==> src/rtl/core/lsps_pkg.sv <==
// Package for the line sensor PID steering core: field widths, register
// indexes, reset values, arithmetic constants and the sequencer state type.
// No dependencies.
package lsps_pkg;

  localparam int SENSOR_BITS_W = 11;
  localparam int CFG_IDX_W     = 3;
  localparam int CFG_DATA_W    = 16;
  localparam int GAIN_W        = 16;
  localparam int SPEED_W       = 7;
  localparam int PERIOD_W      = 10;
  localparam int PWM_W         = 8;
  localparam int ERR_W         = 5;

  localparam logic [CFG_IDX_W-1:0] CFG_LINE_INVERTED = 3'd0;
  localparam logic [CFG_IDX_W-1:0] CFG_MEDIUM_SPEED  = 3'd1;
  localparam logic [CFG_IDX_W-1:0] CFG_MAXIMUM_SPEED = 3'd2;
  localparam logic [CFG_IDX_W-1:0] CFG_GAIN_P        = 3'd3;
  localparam logic [CFG_IDX_W-1:0] CFG_GAIN_I        = 3'd4;
  localparam logic [CFG_IDX_W-1:0] CFG_GAIN_D        = 3'd5;
  localparam logic [CFG_IDX_W-1:0] CFG_UPDATE_PERIOD = 3'd6;

  localparam logic [SPEED_W-1:0]  MEDIUM_SPEED_RST  = 7'd50;
  localparam logic [SPEED_W-1:0]  MAXIMUM_SPEED_RST = 7'd100;
  localparam logic [PERIOD_W-1:0] PERIOD_RST        = 10'd350;

  localparam int LOST_LEFT_TH  = 4;
  localparam int LOST_RIGHT_TH = -4;

  // PID output is Q8.8
  localparam int PID_FRAC_BITS = 8;
  localparam int ROUND_BIAS    = 255;

  // duty = floor((s+100)*51/20) - 255 for |s| < 100, via x*167127 >> 16
  localparam int SPEED_SAT   = 100;
  localparam int DUTY_OFFSET = 255;
  localparam int DRIVE_RECIP = 167127;
  localparam int RECIP_SHIFT = 16;
  localparam int DRV_Q_W     = 10;
  localparam int MUL_A_W     = 19;

  typedef enum logic [1:0] {
    SIDE_CENTRE,
    SIDE_LEFT,
    SIDE_RIGHT
  } side_t;

  typedef enum logic [3:0] {
    ST_IDLE,
    ST_SCAN,
    ST_DIV,
    ST_MUL_P,
    ST_MUL_I,
    ST_MUL_D,
    ST_ACC,
    ST_ROUND,
    ST_SPEED,
    ST_DRIVE_L,
    ST_DRIVE_R,
    ST_DONE
  } state_t;

endpackage

==> src/rtl/core/line_sensor_pid_steering_core.sv <==
// Line sensor PID steering core: sensor scan, mean division, shared PID
// multiplier and H-bridge duty mapping under one sequencer.
// Depends on lsps_pkg.
//
// Usage: one sensor sample is an item on the input channel (in_valid /
// in_stall); one set of four PWM duties plus line_error and line_lost is an
// item on the output channel (out_valid / out_stall). Registers are to be written
// through cfg_we / cfg_index / cfg_data while the core is idle; the core does not enforce this.
// The sequencer scans one sensor per cycle, divides the weight sum by the
// hit count one quotient bit per cycle, then runs three PID products,
// rounding, speed and two duty products, the products through one shared
// multiplier. When no sensor sees the line it goes from the scan to the duty products.
// in_stall is high from acceptance until the result is in the output
// register, so a new item is taken only after the last one is finished.
// The output register holds a result while out_stall is high; the next item
// is accepted and worked on meanwhile, and waits in its last step.
// Reset (rst, synchronous) restores the register defaults, clears the PID
// state and lost side and empties the output register.
module line_sensor_pid_steering_core #(
  parameter int SENSOR_COUNT  = 11,
  parameter int INTEGRAL_BITS = 16
) (
  input  logic                              clk,
  input  logic                              rst,
  input  logic                              cfg_we,
  input  logic [lsps_pkg::CFG_IDX_W-1:0]    cfg_index,
  input  logic [lsps_pkg::CFG_DATA_W-1:0]   cfg_data,
  input  logic                              in_valid,
  output logic                              in_stall,
  input  logic [lsps_pkg::SENSOR_BITS_W-1:0] sensor_bits,
  output logic                              out_valid,
  input  logic                              out_stall,
  output logic [lsps_pkg::PWM_W-1:0]        left_pwm_a,
  output logic [lsps_pkg::PWM_W-1:0]        left_pwm_b,
  output logic [lsps_pkg::PWM_W-1:0]        right_pwm_a,
  output logic [lsps_pkg::PWM_W-1:0]        right_pwm_b,
  output logic signed [lsps_pkg::ERR_W-1:0] line_error,
  output logic                              line_lost
);
  import lsps_pkg::*;

  localparam int QW  = $clog2(SENSOR_COUNT);
  localparam int EW  = QW + 1;
  localparam int WW  = QW + 1;
  localparam int CW  = $clog2(SENSOR_COUNT + 1);
  localparam int SW  = $clog2(SENSOR_COUNT * SENSOR_COUNT) + 1;
  localparam int DKW = $clog2(QW);
  localparam int DVW = SW + QW;
  localparam int BW  = ((INTEGRAL_BITS > 9) ? INTEGRAL_BITS : 9) + 1;
  localparam int PW  = MUL_A_W + BW;
  localparam int ACW = PW + 2;
  localparam int SPW = ACW + 1;
  localparam int EXW = (EW > ERR_W) ? EW : ERR_W;

  localparam logic signed [INTEGRAL_BITS:0] INT_MAX =
    (INTEGRAL_BITS+1)'((longint'(1) << (INTEGRAL_BITS - 1)) - 1);
  localparam logic signed [INTEGRAL_BITS:0] INT_MIN = -INT_MAX - 1;
  localparam logic signed [SPW-1:0] SPD_HI = SPW'(SPEED_SAT);
  localparam logic signed [SPW-1:0] SPD_LO = -SPD_HI;
  localparam logic [PWM_W-1:0] X_OFFSET  = PWM_W'(SPEED_SAT);
  localparam logic [PWM_W-1:0] DUTY_FULL = {PWM_W{1'b1}};

  // configuration
  logic                line_inverted;
  logic [SPEED_W-1:0]  medium_speed;
  logic [SPEED_W-1:0]  maximum_speed;
  logic [GAIN_W-1:0]   gain_p;
  logic [GAIN_W-1:0]   gain_i;
  logic [GAIN_W-1:0]   gain_d;
  logic [PERIOD_W-1:0] update_period;

  // control and PID state
  state_t                          state;
  state_t                          state_next;
  logic signed [EW-1:0]            prev_error;
  logic signed [INTEGRAL_BITS-1:0] integ;
  logic [PERIOD_W-1:0]             sample_count;
  side_t                           lost_side;

  // datapath
  logic [SENSOR_BITS_W-1:0] shreg;
  logic signed [WW-1:0]     wt;
  logic signed [SW-1:0]     sum;
  logic [CW-1:0]            cnt;
  logic                     neg;
  logic [SW-1:0]            rem;
  logic [QW-1:0]            quo;
  logic [DKW-1:0]           dk;
  logic signed [EW-1:0]     err;
  logic                     lost;
  logic signed [PW-1:0]     prod;
  logic signed [ACW-1:0]    acc;
  logic signed [SPW-1:0]    left_speed;
  logic signed [SPW-1:0]    right_speed;
  logic [PWM_W-1:0]         left_a;
  logic [PWM_W-1:0]         left_b;

  // combinational
  logic                       seen;
  logic signed [SW-1:0]       sum_next;
  logic [CW-1:0]              cnt_next;
  logic                       scan_last;
  logic [DVW-1:0]             dv;
  logic                       take;
  logic [QW-1:0]              quo_next;
  logic [EW-1:0]              err_mag;
  logic signed [EW:0]         diff;
  logic signed [MUL_A_W-1:0]  mul_a;
  logic signed [BW-1:0]       mul_b;
  logic signed [ACW-1:0]      acc_bias;
  logic signed [SPW-1:0]      med_ext;
  logic signed [SPW-1:0]      max_ext;
  logic [PWM_W-1:0]           x_left;
  logic [PWM_W-1:0]           x_right;
  logic [PERIOD_W:0]          sc_next;
  logic signed [INTEGRAL_BITS:0] integ_sum;
  logic [2*PWM_W-1:0]         left_pair;
  logic [2*PWM_W-1:0]         right_pair;
  logic signed [EXW-1:0]      err_wide;
  logic                       out_free;
  logic                       load_out;

  function automatic logic [2*PWM_W-1:0] duty_pair(
    input logic signed [SPW-1:0] s,
    input logic [DRV_Q_W-1:0]    qv
  );
    logic signed [DRV_Q_W:0] m;
    logic [DRV_Q_W:0]        mneg;
    logic [2*PWM_W-1:0]      res;
    m    = $signed({1'b0, qv}) - (DRV_Q_W+1)'(DUTY_OFFSET);
    mneg = -m;
    if (s >= SPD_HI) begin
      res = {{PWM_W{1'b0}}, DUTY_FULL};
    end else if (s <= SPD_LO) begin
      res = {DUTY_FULL, {PWM_W{1'b0}}};
    end else if (m == '0) begin
      res = {DUTY_FULL, DUTY_FULL};
    end else if (!m[DRV_Q_W]) begin
      res = {{PWM_W{1'b0}}, m[PWM_W-1:0]};
    end else begin
      res = {mneg[PWM_W-1:0], {PWM_W{1'b0}}};
    end
    return res;
  endfunction

  assign seen      = line_inverted ? shreg[0] : ~shreg[0];
  assign sum_next  = sum + (seen ? SW'(wt) : SW'(0));
  assign cnt_next  = cnt + CW'(seen);
  assign scan_last = (wt == WW'(SENSOR_COUNT - 1));

  assign dv       = DVW'(cnt) << dk;
  assign take     = (DVW'(rem) >= dv);
  assign quo_next = {quo[QW-2:0], take};
  assign err_mag  = {1'b0, quo_next};

  assign diff     = (EW+1)'(err) - (EW+1)'(prev_error);
  assign acc_bias = acc + (acc[ACW-1] ? ACW'(ROUND_BIAS) : ACW'(0));
  assign med_ext  = $signed(SPW'(medium_speed));
  assign max_ext  = $signed(SPW'(maximum_speed));
  assign x_left   = left_speed[PWM_W-1:0] + X_OFFSET;
  assign x_right  = right_speed[PWM_W-1:0] + X_OFFSET;

  assign sc_next   = {1'b0, sample_count} + (PERIOD_W+1)'(1);
  assign integ_sum = (INTEGRAL_BITS+1)'(integ) + (INTEGRAL_BITS+1)'(err);

  assign left_pair  = duty_pair(left_speed, prod[RECIP_SHIFT+DRV_Q_W-1:RECIP_SHIFT]);
  assign right_pair = duty_pair(right_speed, prod[RECIP_SHIFT+DRV_Q_W-1:RECIP_SHIFT]);
  assign err_wide   = EXW'(err);

  assign out_free = !out_valid || !out_stall;

  // next state
  always_comb begin
    state_next = state;
    case (state)
      ST_IDLE:    if (in_valid) state_next = ST_SCAN;
      ST_SCAN: begin
        if (scan_last) state_next = (cnt_next == '0) ? ST_DRIVE_L : ST_DIV;
      end
      ST_DIV:     if (dk == '0) state_next = ST_MUL_P;
      ST_MUL_P:   state_next = ST_MUL_I;
      ST_MUL_I:   state_next = ST_MUL_D;
      ST_MUL_D:   state_next = ST_ACC;
      ST_ACC:     state_next = ST_ROUND;
      ST_ROUND:   state_next = ST_SPEED;
      ST_SPEED:   state_next = ST_DRIVE_L;
      ST_DRIVE_L: state_next = ST_DRIVE_R;
      ST_DRIVE_R: state_next = ST_DONE;
      ST_DONE:    if (out_free) state_next = ST_IDLE;
      default:    state_next = ST_IDLE;
    endcase
  end

  // sequencer outputs and shared multiplier operands
  always_comb begin
    in_stall = 1'b1;
    load_out = 1'b0;
    mul_a    = '0;
    mul_b    = '0;
    case (state)
      ST_IDLE: in_stall = 1'b0;
      ST_MUL_P: begin
        mul_a = $signed(MUL_A_W'(gain_p));
        mul_b = BW'(err);
      end
      ST_MUL_I: begin
        mul_a = $signed(MUL_A_W'(gain_i));
        mul_b = BW'(integ);
      end
      ST_MUL_D: begin
        mul_a = $signed(MUL_A_W'(gain_d));
        mul_b = BW'(diff);
      end
      ST_DRIVE_L: begin
        mul_a = MUL_A_W'(DRIVE_RECIP);
        mul_b = $signed(BW'(x_left));
      end
      ST_DRIVE_R: begin
        mul_a = MUL_A_W'(DRIVE_RECIP);
        mul_b = $signed(BW'(x_right));
      end
      ST_DONE: load_out = out_free;
      default: ;
    endcase
  end

  always_ff @(posedge clk) begin
    if (rst) begin
      state         <= ST_IDLE;
      line_inverted <= 1'b0;
      medium_speed  <= MEDIUM_SPEED_RST;
      maximum_speed <= MAXIMUM_SPEED_RST;
      gain_p        <= '0;
      gain_i        <= '0;
      gain_d        <= '0;
      update_period <= PERIOD_RST;
      prev_error    <= '0;
      integ         <= '0;
      sample_count  <= '0;
      lost_side     <= SIDE_CENTRE;
      out_valid     <= 1'b0;
    end else begin
      state <= state_next;
      // right duty product stays put while the result waits
      if (state != ST_DONE) prod <= mul_a * mul_b;

      if (cfg_we) begin
        case (cfg_index)
          CFG_LINE_INVERTED: line_inverted <= cfg_data[0];
          CFG_MEDIUM_SPEED:  medium_speed  <= cfg_data[SPEED_W-1:0];
          CFG_MAXIMUM_SPEED: maximum_speed <= cfg_data[SPEED_W-1:0];
          CFG_GAIN_P:        gain_p        <= cfg_data[GAIN_W-1:0];
          CFG_GAIN_I:        gain_i        <= cfg_data[GAIN_W-1:0];
          CFG_GAIN_D:        gain_d        <= cfg_data[GAIN_W-1:0];
          CFG_UPDATE_PERIOD: update_period <= cfg_data[PERIOD_W-1:0];
          default: ;
        endcase
      end

      case (state)
        ST_IDLE: begin
          shreg <= sensor_bits;
          wt    <= WW'(-(SENSOR_COUNT - 1));
          sum   <= '0;
          cnt   <= '0;
        end
        ST_SCAN: begin
          shreg <= shreg >> 1;
          wt    <= wt + WW'(2);
          sum   <= sum_next;
          cnt   <= cnt_next;
          if (scan_last) begin
            neg <= sum_next[SW-1];
            rem <= sum_next[SW-1] ? SW'(-sum_next) : SW'(sum_next);
            quo <= '0;
            dk  <= DKW'(QW - 1);
            if (cnt_next == '0) begin
              lost <= 1'b1;
              err  <= '0;
              case (lost_side)
                SIDE_LEFT: begin
                  left_speed  <= max_ext;
                  right_speed <= -max_ext;
                end
                SIDE_RIGHT: begin
                  left_speed  <= -max_ext;
                  right_speed <= max_ext;
                end
                default: begin
                  left_speed  <= med_ext;
                  right_speed <= med_ext;
                end
              endcase
            end else begin
              lost <= 1'b0;
            end
          end
        end
        ST_DIV: begin
          rem <= take ? SW'(DVW'(rem) - dv) : rem;
          quo <= quo_next;
          dk  <= dk - DKW'(1);
          if (dk == '0) err <= neg ? -$signed(err_mag) : $signed(err_mag);
        end
        ST_MUL_P: acc <= '0;
        ST_MUL_I: acc <= acc + ACW'(prod);
        ST_MUL_D: acc <= acc + ACW'(prod);
        ST_ACC:   acc <= acc + ACW'(prod);
        ST_ROUND: acc <= acc_bias >>> PID_FRAC_BITS;
        ST_SPEED: begin
          left_speed  <= med_ext + SPW'(acc);
          right_speed <= med_ext - SPW'(acc);
          if (sc_next > {1'b0, update_period}) begin
            prev_error   <= err;
            sample_count <= '0;
            if (integ_sum > INT_MAX) integ <= INT_MAX[INTEGRAL_BITS-1:0];
            else if (integ_sum < INT_MIN) integ <= INT_MIN[INTEGRAL_BITS-1:0];
            else integ <= integ_sum[INTEGRAL_BITS-1:0];
          end else begin
            sample_count <= sc_next[PERIOD_W-1:0];
          end
          if (err == '0) integ <= '0;
          if (err > LOST_LEFT_TH) lost_side <= SIDE_LEFT;
          else if (err < LOST_RIGHT_TH) lost_side <= SIDE_RIGHT;
          else lost_side <= SIDE_CENTRE;
        end
        ST_DRIVE_R: begin
          left_a <= left_pair[2*PWM_W-1:PWM_W];
          left_b <= left_pair[PWM_W-1:0];
        end
        default: ;
      endcase

      if (load_out) begin
        out_valid   <= 1'b1;
        left_pwm_a  <= left_a;
        left_pwm_b  <= left_b;
        right_pwm_a <= right_pair[2*PWM_W-1:PWM_W];
        right_pwm_b <= right_pair[PWM_W-1:0];
        line_error  <= err_wide[ERR_W-1:0];
        line_lost   <= lost;
      end else if (!out_stall) begin
        out_valid <= 1'b0;
      end
    end
  end

endmodule
==> config.mk <==
export PLATFORM = sky130hd
export DESIGN_NAME = line_sensor_pid_steering_core
export DESIGN_NICKNAME = d
export VERILOG_FILES = /design/src/rtl/core/lsps_pkg.sv /design/src/rtl/core/line_sensor_pid_steering_core.sv
export SDC_FILE = /design/constraint.sdc
export NUM_CORES = 2
export LEC_CHECK = 0
export ABC_AREA = 0
export BUFFER_PORTS_ARGS = -buffer_cell sky130_fd_sc_hd__buf_2
export CELL_PAD_IN_SITES_DETAIL_PLACEMENT = 0
export CELL_PAD_IN_SITES_GLOBAL_PLACEMENT = 1
export CORE_ASPECT_RATIO = 0.5
export CORE_MARGIN = 10
export CORE_UTILIZATION = 46
export DETAILED_ROUTE_END_ITERATION = 10
export HOLD_SLACK_MARGIN = 0.03
export PLACE_DENSITY_LB_ADDON = 0.1
export RECOVER_POWER = 50
export SETUP_SLACK_MARGIN = 0.2
export SYNTH_ARGS = -nofsm -noshare
export SYNTH_HDL_FRONTEND = slang
export SYNTH_SLANG_ARGS = --single-unit
==> constraint.sdc <==
create_clock -name clk -period 8.9 [get_ports clk]
set_clock_uncertainty 0.15 [all_clocks]
set_input_delay 0.445 -clock clk [delete_from_list [all_inputs] [get_ports clk]]
set_output_delay 0.445 -clock clk [all_outputs]
set_load 0.005 [all_outputs]
==> qor.yml <==
cellLeakagePower_nw: 14.45
pwr-share-clk_pct: 29.4
cts_tree: "built"
maxCapViolCount: 6
route.vias.total: 25086
rows: 67
combPwrFrac_pct: 31.8
setup_viol: 0
cp_common_cell: "fa_1"
dp_hpwl_um: 73060
place.gp.congestion: 0.8993
async_flop_share_pct: 0
clk_latency_ps: 600
internal-power_mw: 3.617
r2r_cells: 33
totalWireLength_um: 92810
viasPerCell: 5.682
slowest_delay_ps: 570
placed_cell_area_um2: 32650
io_pins: 75
dieArea_um2: 78840
synth_cells: 3422
min_to: "update_period[0]$_SDFFE_PP0P_"
worst_pin_slew_ps: 2493
grt_pass1_vias: 24529
cts.sinks: 362
ant_nets: 0
gr-max-usage-layer: "met2"
htree_levels: 2
drt_iter0_drc: 1989
power_density_nw_per_um2: 165.8
die_w_um: 387.2
maxSlewViolCount: 230
r2r-end: "prod[29]$_DFFE_PP_"
post_drt_wl_per_cell_um: 21.02
period_needed_ps: 8395
die_h_um: 203.6
switchingPower_mw: 2.041
cts_made_buffers: 38
final_cell_mix: "428 x nand2_1, 357 x nor2_1, 336 x inv_1, 251 x edfxtp_1, 247 x ha_1"
yosysTopAreaCellShare_pct: 24.30
hold_depth: 3
grt_start_max_net_pins: 78
syn2layout_area_growth_pct: 10.01
finalSetupTns_ps: 0
startpoint_type: "flip-flop"
cts_root_buf: "clkbuf_16"
violations: "max-capacitance violations, max-slew violations"
final_common_cell: "nand2_1"
fin_nets: 4003
synth.largest_area_cell: "edfxtp_1"
num_antenna_cells: 0
post-route-period-util_pct: 94.32
finalHoldViolCount: 0
clockBufferDepth: 3
required_ps: 9090
layout-drive-gt1-share_pct: 6.254
p_sw_share_pct: 36.08
met1_usage_pct: 33.45
ys_seq_elements: 362
ir_drop_mv: 0.1376
start_util_pct: 46.36
design.core.area_um2: 66900
fmax_mhz: 119.1
fill_cells: 6349
max_slew_margin_pct: -66.22
grt_overflow_total: 0
hp-class: "in -> reg"
design_area_um2: 34120
clkTransAtPathRegs_ps: 70
power_frac_seq_pct: 38.8
numPortBuffers: 74
rrSetupSlack_ps: 510
finalPower_mw: 5.658
grt.met3_usage_pct: 7.193
critPathMaxFanout: 7
synthFlopType: "edfxtp_1"
hold_start: "cfg_data[0]"
yosysSeqAreaShare_pct: 31.47
cp.arrival_ps: 8580
cp_slowest_cell: "fa_1"
synthTopCellsByArea: "edfxtp_1 24%, fa_1 15%, ha_1 10%, dfxtp_1 7.2%, nand2_1 5.2%"
criticalPathCategory: "reg -> reg"
antenna_found_initial: 1
yosysWarnings: 0
avgSynthCellArea_um2: 9.063
yosysUniqueCellTypes: 73
drt_pass1_iterations: 6
grt_use_total_pct: 23.29
synth_edf_count: 251
grt_pass1_wl_um: 144800
grt_use_met2_pct: 34.17
mappedNetlistArea_um2: 31010
rsz0062_at_grt: "false"
rr_startpoint: "state[2]$_SDFFE_PP0P_"
end_kind: "flip-flop"
drcViolationCount: 0
status: "complete, but fails checks"
registers in the layout, indices dropped and copies added, names as in the netlist, 7 cells and up:
signal,flops
right_speed,39
acc,38
left_speed,38
prod,36
gain_d,16
gain_i,16
gain_p,16
integ,16
shreg,11
sample_count,10
update_period,10
left_a,8
left_b,8
left_pwm_a,8
left_pwm_b,8
rem,8
right_pwm_a,8
right_pwm_b,8
maximum_speed,7
medium_speed,7
sum,7
how the worst max path moves through the flow:
stage / cells past startpoint / slack [ps] / to / start
3_3_place_gp: 32 / 410 / prod[35]$_DFFE_PP_ / state[2]$_SDFFE_PP0P_
2_1_floorplan: 30 / 300 / prod[35]$_DFFE_PP_ / state[2]$_SDFFE_PP0P_
4_1_cts: 31 / 350 / prod[35]$_DFFE_PP_ / state[2]$_SDFFE_PP0P_
5_1_grt: 33 / 110 / prod[35]$_DFFE_PP_ / state[2]$_SDFFE_PP0P_
6_report: 33 / 510 / prod[29]$_DFFE_PP_ / state[2]$_SDFFE_PP0P_
3_5_place_dp: 31 / 380 / prod[35]$_DFFE_PP_ / state[2]$_SDFFE_PP0P_
synthesized netlist by cell type, types with 44 or more instances:
cell type and n:
nor2_1 359, ha_1 247, o21ai_0 161, fa_1 230, nand2_1 429, edfxtp_1 251
clkbuf_1 144, xnor2_1 102, nand4_1 44, a21oi_1 238, xor2_1 93, a21o_1 59
nand3_1 67, and3_1 46, inv_1 336, dfxtp_1 111
kinds of logic (layout without fill, tap and decap cells):
logic type	count (synthesis)	count (layout)	synth area share (%)
buf+inv	491	582	6.003
fa+ha+maj	477	477	24.81
other cells	2	7	0.02422
mux	31	31	1.025
xor+xnor	195	195	5.507
compound gates	707	707	14.39
flops	362	362	31.47
simple gates	1157	1157	16.77
critical path, delay by kind of cell (launching register included):
| kind | cells | cell delay [ps] |
|---|---|---|
| buffers and inverters | 9 | 900 |
| multiplexers | 1 | 350 |
| XOR/XNOR | 2 | 360 |
| adder cells (fa/ha/maj) | 8 | 3630 |
| AO/OA/AOI/OAI | 9 | 1900 |
| flip-flops | 1 | 310 |
| AND/OR/NAND/NOR | 4 | 540 |
area by class of cell:
type                       count  area (um2)  area share [%]
multi-input combinational   2574       19600           57.45
clock inverter                16       177.7          0.5207
inverter                     336        1261           3.697
clock buffer                  51        1071           3.139
tap                          897        1122           3.289
sequential                   362        9759           28.60
timing repair buffer         179        1126           3.300
power groups by stage:
stage	Combinational [mW]	Clock [mW]	Sequential, mW
after floorplan	1.31	0	2.14
after global placement	1.76	0	2.22
after detailed placement	1.77	0	2.22
after CTS	1.79	1.69	2.18
after global routing	2.02	1.76	2.21
final	1.80	1.66	2.20
stage by stage:
step	util, %	hold WS (ps)	worst slack (ps)	instances
detailed placement	48.80	254.5	375.6	4321
CTS	50.97	42.79	352.1	4408
finish	51.00	72.59	505.4	4415
floorplan	-	250.3	297.9	3427
global placement	48.80	250.9	414.1	4321
global route	51.00	51.54	105.1	4415
repair_timing:
action | in CTS | in global routing
buffers inserted | 0 | 7
hold endpoints to repair | 39 | 0
gates resized for setup | 0 | 24
setup endpoints to repair | 0 | 9
hold buffers | 20 | 0
routing by layer:
metal,share of wire (%),wire length (um),vias up
li1,-,-,11923
met1,48,44530,12268
met2,41,37800,773
met3,9.3,8618,120
met4,2.0,1841,2
met5,0.017,16,-
Power figures use the tool's default switching activity.
